## config.mk

```make
export PLATFORM = sky130hd
export DESIGN_NAME = cvza_outq
export DESIGN_NICKNAME = d
export VERILOG_FILES = /design/src/cvza_pkg.sv /design/src/cvza_outq.sv
export SDC_FILE = /design/constraint.sdc
export NUM_CORES = 1
export LEC_CHECK = 0
export ABC_AREA = 1
export BUFFER_PORTS_ARGS = -buffer_cell sky130_fd_sc_hd__buf_2
export CAP_MARGIN = 10
export CELL_PAD_IN_SITES_DETAIL_PLACEMENT = 1
export CELL_PAD_IN_SITES_GLOBAL_PLACEMENT = 1
export CORE_MARGIN = 4
export CORE_UTILIZATION = 52
export CTS_CLUSTER_DIAMETER = 120
export DETAILED_ROUTE_END_ITERATION = 10
export PLACE_DENSITY_LB_ADDON = 0.08
export SYNTH_ARGS = -nofsm -noshare
export SYNTH_HDL_FRONTEND = slang
export SYNTH_SLANG_ARGS = --single-unit
```

## constraint.sdc

```tcl
create_clock -name clk -period 6.6 [get_ports clk]
set_input_delay 0.99 -clock clk [delete_from_list [all_inputs] [get_ports clk]]
set_output_delay 0.99 -clock clk [all_outputs]
set_load 0.005 [all_outputs]
```

## src/cvza_pkg.sv

```systemverilog
// Shared types and constants of the 3x3 zero-padded averaging convolution.
`default_nettype none

package cvza_pkg;

  localparam int DEF_MAX_IMAGE_WIDTH  = 1024;
  localparam int DEF_MAX_IMAGE_HEIGHT = 1024;

  localparam int PIX_W      = 8;
  localparam int COEF_W     = 16;
  localparam int DIM_W      = 11;
  localparam int CFG_IDX_W  = 3;
  localparam int CFG_DATA_W = 48;
  localparam int VALUE_W    = 24;
  localparam int PROD_W     = PIX_W + 1 + COEF_W;
  localparam int SUM_W      = PROD_W + 3;
  localparam int MAG_W      = SUM_W - 1;

  // floor(n / 9) == (n * DIV9_RECIP) >> DIV9_SHIFT for n < 2**27
  localparam int              DIV9_SHIFT = 30;
  localparam logic [MAG_W-1:0] DIV9_RECIP = 27'd119304648;

  localparam int OUT_DEPTH = 16;

  localparam logic CMD_FLUSH = 1'b1;

  typedef enum logic [CFG_IDX_W-1:0] {
    REG_IMAGE_WIDTH     = 3'd0,
    REG_IMAGE_HEIGHT    = 3'd1,
    REG_MASK_ROW_TOP    = 3'd2,
    REG_MASK_ROW_MIDDLE = 3'd3,
    REG_MASK_ROW_BOTTOM = 3'd4
  } cfg_reg_t;

  typedef struct packed {
    logic a_valid;
    logic b_valid;
    logic a_last;
    logic b_eof;
  } res_flags_t;

  typedef struct packed {
    res_flags_t         flags;
    logic [VALUE_W-1:0] a_val;
    logic [VALUE_W-1:0] b_val;
  } res_slot_t;

endpackage

`default_nettype wire

```

## src/cvza_outq.sv

```systemverilog
// Output queue of result slots, each slot holding up to two results.
`default_nettype none

module cvza_outq
  import cvza_pkg::*;
(
  input  logic               clk,
  input  logic               rst,
  input  logic               push,
  input  res_slot_t          slot,
  output logic               slot_pop,
  output logic               m_tvalid,
  input  logic               m_tready,
  output logic [VALUE_W-1:0] m_tdata,   // value[23:0]
  output logic               m_tuser,   // last_in_item
  output logic               m_tlast
);

  localparam int PTR_W = $clog2(OUT_DEPTH);
  localparam int CNT_W = $clog2(OUT_DEPTH + 1);

  res_slot_t        slots [OUT_DEPTH];
  logic [PTR_W-1:0] wr_ptr;
  logic [PTR_W-1:0] rd_ptr;
  logic [CNT_W-1:0] count;
  logic             half;
  res_slot_t        head;
  logic             show_a;
  logic             xfer;

  assign head     = slots[rd_ptr];
  assign show_a   = head.flags.a_valid && !half;
  assign m_tvalid = (count != '0);
  assign m_tdata  = show_a ? head.a_val : head.b_val;
  assign m_tuser  = show_a ? head.flags.a_last : 1'b1;
  assign m_tlast  = show_a ? 1'b0 : head.flags.b_eof;
  assign xfer     = m_tvalid && m_tready;
  assign slot_pop = xfer && !(show_a && head.flags.b_valid);

  always_ff @(posedge clk) begin
    if (push) begin
      slots[wr_ptr] <= slot;
    end
  end

  always_ff @(posedge clk) begin
    if (rst) begin
      wr_ptr <= '0;
      rd_ptr <= '0;
      count  <= '0;
      half   <= 1'b0;
    end else begin
      if (push) begin
        wr_ptr <= (wr_ptr == PTR_W'(OUT_DEPTH - 1)) ? '0 : wr_ptr + PTR_W'(1);
      end
      if (slot_pop) begin
        rd_ptr <= (rd_ptr == PTR_W'(OUT_DEPTH - 1)) ? '0 : rd_ptr + PTR_W'(1);
      end
      count <= count + CNT_W'(push) - CNT_W'(slot_pop);
      if (slot_pop) begin
        half <= 1'b0;
      end else if (xfer) begin
        half <= 1'b1;
      end
    end
  end

endmodule

`default_nettype wire

```

==> flow_summary.json <==
{
  "status": "completed",
  "std_cell_rows": 92,
  "overflow": 0,
  "cp_num_cells": 9,
  "cp_top_family": "buffers and inverters",
  "cts_made_buffers": 87,
  "antenna_found_initial": 13,
  "endpoint": "m_tdata[13]",
  "gp_congestion": 0.742,
  "start_util": 0.528,
  "placed_area_mm2": 0.0345,
  "post_cts_buffers": 0,
  "synth-async-reset-ratio": 0,
  "cts-root-buf": "clkbuf_16",
  "hold_viol": 0,
  "syn_area_mm2": 0.0334,
  "reg2reg_slack_ns": 2.07,
  "crit_arrival_ns": 4.58,
  "grt_pass1_vias": 22700,
  "synth_nets": 2612,
  "synth_top_cell_area_share": 0.747,
  "powerDensity_mw_per_mm2": 410,
  "post-route-drc-count": 0,
  "slowest_delay_ns": 0.93,
  "drtPass1Iterations": 5,
  "p_leak_nw": 12.2,
  "post_synth_num_cell_types": 31,
  "path_max_fanout": 106,
  "dr.first_iter.drc_count": 2152,
  "clk_pin_slew_ns": 0.06,
  "r2r_cells": 21,
  "synthCells": 2544,
  "synth_edf_count": 832,
  "worstSetupPathType": "reg2out",
  "via_count": 21400,
  "stdcell_count": 3498,
  "slowest_stage": "buf_4",
  "cp-start-kind": "register",
  "synth_commonest_cells": "832 x edfxtp_1, 455 x nor2_1, 353 x o21ai_0",
  "via_per_inst": 6.13,
  "max_freq_mhz": 179,
  "dp_cells": 3333,
  "seq_area_frac_synth": 0.758,
  "min_period_over_period": 0.844,
  "path_buf_inv": 3,
  "cts_hold_buffers": 0,
  "ys.flop_type": "edfxtp_1",
  "yosys-top-cells-area": "edfxtp_1 75%, o21ai_0 5.3%, nor2_1 5.1%",
  "yosys_warnings": 0,
  "syn_avg_cell_area_um2": 13.1,
  "grt_pass1_wl_um": 141000,
  "fp.dieArea_mm2": 0.0684,
  "power.total_mw": 15.3,
  "maxSlewViolCount": 0,
  "timing.setup.tns_ns": 0,
  "grt_usage": 0.278,
  "io_pins": 84,
  "r2r_end": "count[4]",
  "clock-sinks": 850,
  "dp_hpwl_um": 46000,
  "endpoint_kind": "output pin",
  "syn_to_final_growth_pct": 11.5,
  "finish.utilization": 0.589,
  "htree_levels": 3,
  "drtAntennaViolNets": 0,
  "post_cts_resized": 0,
  "drive_above_1_share": 0.0995,
  "grt_max_degree": 205,
  "min_period_ns": 5.57,
  "routedWlPerCell_um": 27.2,
  "synth_most_common_cell": "edfxtp_1",
  "io_buffers": 83,
  "die_h_um": 262,
  "wl_um": 95000,
  "clock_latency_ns": 0.64,
  "max_slew_margin": 0.219,
  "fin_skew_ns": 0.0218,
  "worst_pin_slew_ns": 1.17,
  "max_cap_viol_count": 0,
  "setup_viol": 0,
  "fin_nets": 2644,
  "clock_path_buffers": 3,
  "path_cells": "buf_4, buf_4, o21ai_0, o211ai_1, o21ai_1, nand2_1, nand3_1, nand2_1, buf_2",
  "cts_tree": "done",
  "coreArea_mm2": 0.0633,
  "cp.required_ns": 5.61,
  "rsz0062_at_grt": "no",
  "dieWidth_um": 262,
  "synth_seq_cells": 850,
  "synth.largest_area_cell": "edfxtp_1",
  "hold_class": "reg2reg",
  "vdd_ir_drop_max_mv": 0.292,
  "fin_area_mm2": 0.0373
}
stage by stage:
| stage | setup slack (ns) | hold WS [ns] |
|---|---|---|
| 2_1_floorplan | 1.15 | 0.494 |
| 3_3_place_gp | 1.88 | 0.522 |
| 3_5_place_dp | 1.76 | 0.538 |
| 4_1_cts | 1.08 | 0.549 |
| 5_1_grt | 0.741 | 0.574 |
| 6_report | 1.03 | 0.552 |
worst reg2reg max path, delay by kind of cell, from the launching register on:
kind	cells	cell delay, ns
simple gates	10	1.13
flops	1	0.81
fa+ha+maj	3	0.88
compound gates	3	0.42
buf+inv	5	1.18
registers in the layout, summed over array words and instances, names as in the netlist, named ones only:
name and cells:
rd_ptr 4, half 1, slots 832, wr_ptr 4, count 5
cell usage in the layout (no fill, tap or decap), types with 2 or more instances in the layout:
master,instances
bufinv_16,7
o221ai_1,51
clkinvlp_4,5
a21oi_1,14
nor3_1,2
clkinv_1,21
diode_2,9
edfxtp_1,832
clkbuf_1,17
clkbuf_16,90
xor2_1,3
clkinv_2,12
o21ai_0,353
buf_2,83
nand2_1,214
dfxtp_4,3
nor2_4,15
buf_12,2
dfxtp_1,14
o21ai_1,125
buf_4,33
ha_1,11
nand3_1,99
inv_1,30
nor2_1,440
inv_2,2
inv_6,3
o211ai_1,37
o22ai_1,111
routing by layer:
| layer | vias up | GRT usage | part of all wire | wire, µm |
|---|---|---|---|---|
| li1 | 9502 | - | - | - |
| met1 | 11000 | 0.362 | 0.41 | 38600 |
| met2 | 708 | 0.477 | 0.50 | 47600 |
| met3 | 171 | 0.0397 | 0.057 | 5380 |
| met4 | 2 | 0.110 | 0.036 | 3420 |
| met5 | - | 0 | 0.00014 | 13 |
layout make-up:
class | count | area, µm²
diodes | 9 | 22.5
clock buffers | 107 | 2320
clock inverters | 49 | 429
fillers | 6122 | 26000
inverters | 35 | 146
multi-input cells | 1484 | 7260
flip-flops and latches | 850 | 25400
well taps | 846 | 1060
repair buffers | 118 | 703
where the power goes:
| part | total (mW) | switching [mW] | internal, mW |
|---|---|---|---|
| clock network | 4.79 | 2.03 | 2.76 |
| logic | 4.38 | 3.16 | 1.22 |
| registers | 6.12 | 0.104 | 6.02 |
worst min-delay path by stage:
| stage | start | to | slack, ns | cells after the start |
|---|---|---|---|---|
| 2_1_floorplan | half | half | 0.49 | 2 |
| 3_3_place_gp | wr_ptr[0] | wr_ptr[0] | 0.52 | 2 |
| 3_5_place_dp | rd_ptr[3] | register | 0.54 | 2 |
| 4_1_cts | rd_ptr[3] | register | 0.55 | 2 |
| 5_1_grt | rd_ptr[3] | register | 0.57 | 2 |
| 6_report | rd_ptr[3] | register | 0.55 | 2 |
kinds of logic after synthesis:
kind of cell | share of synthesized area
flip-flops | 0.758
AO/OA/AOI/OAI | 0.117
buffers and inverters | 0.0284
AND/OR/NAND/NOR | 0.0909
adder cells (fa/ha/maj) | 0.00471
XOR/XNOR | 0.000786
Note: power is estimated with default switching activity, not from simulation.
