==> config.mk <==
export PLATFORM = sky130hd
export DESIGN_NAME = cvza_mac
export DESIGN_NICKNAME = d
export VERILOG_FILES = /design/src/cvza_pkg.sv /design/src/cvza_mac.sv
export SDC_FILE = /design/constraint.sdc
export NUM_CORES = 2
export LEC_CHECK = 0
export BUFFER_PORTS_ARGS = -buffer_cell sky130_fd_sc_hd__buf_2
export CAP_MARGIN = 20
export CORE_MARGIN = 1.5
export CORE_UTILIZATION = 40
export DETAILED_ROUTE_END_ITERATION = 6
export GPL_TIMING_DRIVEN = 1
export PLACE_DENSITY = 0.67
export REMOVE_ABC_BUFFERS = 1
export SLEW_MARGIN = 20
export SYNTH_ARGS = -nofsm -noshare
export SYNTH_HDL_FRONTEND = slang
export SYNTH_SLANG_ARGS = --single-unit
==> constraint.sdc <==
create_clock -name clk -period 11.9 [get_ports clk]
set_input_delay 1.785 -clock clk [delete_from_list [all_inputs] [get_ports clk]]
set_output_delay 1.785 -clock clk [all_outputs]
set_load 0.03 [all_outputs]
==> src/cvza_pkg.sv <==
// Shared types and constants of the 3x3 zero-padded averaging convolution.
`default_nettype none

package cvza_pkg;

  localparam int DEF_MAX_IMAGE_WIDTH  = 1024;
  localparam int DEF_MAX_IMAGE_HEIGHT = 1024;

  localparam int PIX_W      = 8;
  localparam int COEF_W     = 16;
  localparam int DIM_W      = 11;
  localparam int CFG_IDX_W  = 3;
  localparam int CFG_DATA_W = 48;
  localparam int VALUE_W    = 24;
  localparam int PROD_W     = PIX_W + 1 + COEF_W;
  localparam int SUM_W      = PROD_W + 3;
  localparam int MAG_W      = SUM_W - 1;

  // floor(n / 9) == (n * DIV9_RECIP) >> DIV9_SHIFT for n < 2**27
  localparam int              DIV9_SHIFT = 30;
  localparam logic [MAG_W-1:0] DIV9_RECIP = 27'd119304648;

  localparam int OUT_DEPTH = 16;

  localparam logic CMD_FLUSH = 1'b1;

  typedef enum logic [CFG_IDX_W-1:0] {
    REG_IMAGE_WIDTH     = 3'd0,
    REG_IMAGE_HEIGHT    = 3'd1,
    REG_MASK_ROW_TOP    = 3'd2,
    REG_MASK_ROW_MIDDLE = 3'd3,
    REG_MASK_ROW_BOTTOM = 3'd4
  } cfg_reg_t;

  typedef struct packed {
    logic a_valid;
    logic b_valid;
    logic a_last;
    logic b_eof;
  } res_flags_t;

  typedef struct packed {
    res_flags_t         flags;
    logic [VALUE_W-1:0] a_val;
    logic [VALUE_W-1:0] b_val;
  } res_slot_t;

endpackage

`default_nettype wire

==> src/cvza_mac.sv <==
// Multiply-accumulate and divide-by-nine pipeline for one 3x3 window.
`default_nettype none

module cvza_mac
  import cvza_pkg::*;
(
  input  logic                               clk,
  input  logic                               rst,
  input  logic                               in_valid,
  input  res_flags_t                         in_flags,
  input  logic [2:0][2:0][PIX_W-1:0]         win,
  input  logic [2:0][CFG_DATA_W-1:0]         mask,
  output logic                               out_valid,
  output res_slot_t                          out_slot
);

  localparam int STAGES = 5;

  logic [STAGES-1:0]        vld;
  res_flags_t               flg [STAGES];

  logic signed [PROD_W-1:0] prod [3][3];
  logic signed [SUM_W-1:0]  sum_lr;
  logic signed [SUM_W-1:0]  sum_rc;
  logic signed [SUM_W-1:0]  acc_lr;
  logic signed [SUM_W-1:0]  acc_rc;
  logic signed [SUM_W-1:0]  full_a;
  logic signed [SUM_W-1:0]  full_b;
  logic [MAG_W-1:0]         mag_a;
  logic [MAG_W-1:0]         mag_b;
  logic [1:0]               neg_m;
  logic [1:0]               neg_q;
  logic [2*MAG_W-1:0]       qp_a;
  logic [2*MAG_W-1:0]       qp_b;
  logic [VALUE_W-1:0]       quo_a;
  logic [VALUE_W-1:0]       quo_b;

  always_ff @(posedge clk) begin
    if (rst) begin
      vld <= '0;
    end else begin
      vld <= {vld[STAGES-2:0], in_valid};
    end
  end

  always_ff @(posedge clk) begin
    flg[0] <= in_flags;
    for (int i = 1; i < STAGES; i++) begin
      flg[i] <= flg[i-1];
    end
  end

  always_ff @(posedge clk) begin
    for (int r = 0; r < 3; r++) begin
      for (int c = 0; c < 3; c++) begin
        prod[r][c] <= PROD_W'($signed({1'b0, win[r][c]}) *
                              $signed(mask[r][COEF_W*c +: COEF_W]));
      end
    end
  end

  always_comb begin
    acc_lr = '0;
    acc_rc = '0;
    for (int r = 0; r < 3; r++) begin
      acc_lr = acc_lr + SUM_W'(prod[r][0]) + SUM_W'(prod[r][1]);
      acc_rc = acc_rc + SUM_W'(prod[r][2]);
    end
  end

  always_ff @(posedge clk) begin
    sum_lr <= acc_lr;
    sum_rc <= acc_rc;
    full_a <= sum_lr + sum_rc;
    full_b <= sum_lr;
    neg_m  <= {full_b[SUM_W-1], full_a[SUM_W-1]};
    mag_a  <= MAG_W'(full_a[SUM_W-1] ? -full_a : full_a);
    mag_b  <= MAG_W'(full_b[SUM_W-1] ? -full_b : full_b);
  end

  assign qp_a = mag_a * DIV9_RECIP;
  assign qp_b = mag_b * DIV9_RECIP;

  always_ff @(posedge clk) begin
    quo_a <= qp_a[DIV9_SHIFT +: VALUE_W];
    quo_b <= qp_b[DIV9_SHIFT +: VALUE_W];
    neg_q <= neg_m;
  end

  assign out_valid      = vld[STAGES-1];
  assign out_slot.flags = flg[STAGES-1];
  assign out_slot.a_val = neg_q[0] ? -quo_a : quo_a;
  assign out_slot.b_val = neg_q[1] ? -quo_b : quo_b;

endmodule

`default_nettype wire

==> results.md <==
- Vias per cell: 4.813
- Layout cells sized above 1: 4.974%
- Final HPWL DP: 156,000 um
- Core footprint: 0.1876 mm^2
- EDFF count, synth: 0
- Setup TNS Final: 0 ns
- Synth top area cells: fa_1 (37%), ha_1 (16%), dfxtp_1 (12%), inv_1 (10%), and2_1 (6.2%)
- Worst endpoint required time: 12.48 ns
- Die width: 437.4 um
- Syn avg cell area: 9.530 um^2
- Post-synth top area cell: fa_1
- Count of different cell masters after synthesis: 67
- CP Class: reg -> reg
- Largest net degree at the start of global routing: 29
- DRC Markers: 0
- Sink Count: 467
- Setup crit start: mag_b[15]$_DFF_P_
- RR Startpoint: mag_b[15]$_DFF_P_
- Util after Layout: 43.52%
- Final setup vio count: 0
- Worst setup SP type: flop
- Clock Latency Late Sink: 0.67 ns
- Initial antenna violation count: 55
- Final min period: 7.161 ns
- HP Class: reg -> reg
- Max-cap violation count: 0
- Final Non-Filler Cells: 10,737
- Synth-to-layout area growth: 8.170%
- PortBufs: 275
- Setup Skew: 0.02772 ns
- Clock buffer depth: 3
- Register bit count reported by yosys: 467
- H-tree depth: 2
- 1st-iter DRT viols: 2,252
- Most common cell in the netlist: inv_1
- Vias in the first global route: 56,293
- Ports: 276
- Asr flop ratio synth: 0%
- Sequential area share after synthesis: 12.39%
- First-pass GRT wire length: 289,900 um
- Average wire per standard cell: 16.52 um
- CP Max Fanout: 4
- Top cells by count, synth: inv_1 (2,025), fa_1 (1,391), ha_1 (992), and2_1 (746), nand2_1 (566)
- Final WS setup: 4.739 ns
- Worst setup EP type: flop
- GR Overflow Total: 0
- DR vias: 51,679
- Post-route ant nets: 0
- Initial core utilization: 40.23%
- Nets@finish: 10,767
- Routed WL: 177,400 um
- Mapped cell area: 0.07547 mm^2
- GP Congestion: 0.9148
- Period Utilization, post-route: 60.17%
- Final hold viol count: 0
- Top cell type's share of synthesized area: 36.90%
- Pre-CTS setup slack: 4.576 ns
- Status: finished, final reports clean
- Post-placement cell count: 10,600
- RSZ-0062 raised after global routing: false
- Placement Rows: 159
- Tot GR Track Use: 19.00%
- Slew margin rel.: 37.53%
- CTS tree: yes
- Die H: 437.4 um
- Clk pin slew, worst setup/hold paths: 0.06 ns
- Root Driver: clkbuf_16
- Post-Syn Instances: 7,919
- CTS resizes: 0
- Dominant synthesized flop cell: dfxtp_1
- Hold-fix buffer count after cts: 0
- Cts bufs inserted: 54
- Die area: 0.1913 mm^2
- HP Start: flg[0][4]$_DFF_P_
- Achievable Freq: 0.1397 GHz
- Slew at the pin closest to its max-slew limit: 0.9135 ns
- Post-CTS setup buffer count: 0
- Synth warn: 0
- Fin. max-slew vios: 0
- Count of TritonRoute iterations in the first routing pass: 5
- Fillers: 18,014
- WP data arrival: 7.74 ns
path summary, 6_finish.rpt:
check | end | slack [ns] | cells after the start
max | quo_b[23]$_DFF_P_ | 4.74 | 25
min | flg[0][8]$_DFF_P_ | 0.33 | 0
max reg2reg | quo_b[23]$_DFF_P_ | 4.74 | 25
min reg2reg | flg[0][8]$_DFF_P_ | 0.33 | 0
state kept, by name, summed over array words and instances, names as in the netlist:
register  cells
full_a       28
full_b       28
neg_m         2
mag_a        27
prod        225
mag_b        27
vld           5
flg          20
quo_a        24
sum_rc       27
sum_lr       28
quo_b        24
neg_q         2
critical path, stage by stage, from the launching register on:
cell      delay [ns]
dfxtp_1         0.47
inv_1           0.10
fa_1            0.53
fa_1            0.51
inv_1           0.05
ha_1            0.27
inv_1           0.05
fa_1            0.50
inv_1           0.06
fa_1            0.50
fa_1            0.49
inv_1           0.05
fa_1            0.47
inv_1           0.04
ha_1            0.31
a21oi_1         0.18
o21ai_0         0.12
o2111a_1        0.28
o221a_2         0.30
a21o_1          0.25
a221oi_1        0.51
o31ai_1         0.20
and2_1          0.21
o21a_1          0.21
o31ai_1         0.28
xnor2_1         0.15
through the flow:
step                hold WS [ns]  cell area, um^2
detailed placement        0.3143            79620
finish                    0.3271            81640
floorplan                 0.3096            75110
global route              0.3350            81640
CTS                       0.3286            81540
global placement          0.3097            79620
cells by family (layout without fill, tap and decap cells):
group                    after synthesis  in the layout  synth area share [%]
AO/OA/AOI/OAI                        743            743                 6.413
buffers and inverters               2115           2399                 10.55
flip-flops                           467            467                 12.39
AND/OR/NAND/NOR                     1775           1775                 12.24
adder cells (fa/ha/maj)             2383           2383                 53.34
multiplexers                           3              3               0.03979
other                                  0             39                     0
XOR/XNOR                             433            433                 5.025
layer usage:
metal / wire length (um) / part of all wire (%) / vias to the layer above / global-route usage (%)
met5: 42 / 0.024 / - / 0
met4: 9842 / 5.5 / 8 / 10.04
met3: 4943 / 2.8 / 338 / 1.573
met2: 91380 / 52 / 873 / 34.59
met1: 71210 / 40 / 25899 / 22.09
li1: - / - / 24561 / -
cell usage in the layout, fill, tap and decap left out, types with 32 or more instances in the layout:
cell	n
o21bai_1	34
ha_1	992
o21ai_0	149
nand3_1	70
inv_1	2025
nor2b_1	42
a21oi_1	216
nor2_1	139
nand2b_1	34
nor3_1	50
buf_2	275
dfxtp_1	466
fa_1	1391
clkbuf_16	55
and2_1	746
a21o_1	124
xnor2_1	322
xor2_1	111
or3_1	39
o21a_1	32
diode_2	39
nand2_1	566
final cells by class:
| class | instances | area (um^2) | area share (%) |
|---|---|---|---|
| multi-input cells | 5337 | 58160 | 71.24 |
| inverters | 2025 | 7601 | 9.311 |
| well taps | 2495 | 3122 | 3.824 |
| flip-flops and latches | 467 | 9350 | 11.45 |
| diodes | 39 | 97.59 | 0.1195 |
| clock buffers | 62 | 1453 | 1.779 |
| repair buffers | 276 | 1384 | 1.695 |
| clock inverters | 36 | 469.2 | 0.5747 |
Power is left out: the tool's default activity adds up to more than one toggle a clock period on the data nets, which glitch-free logic cannot reach.
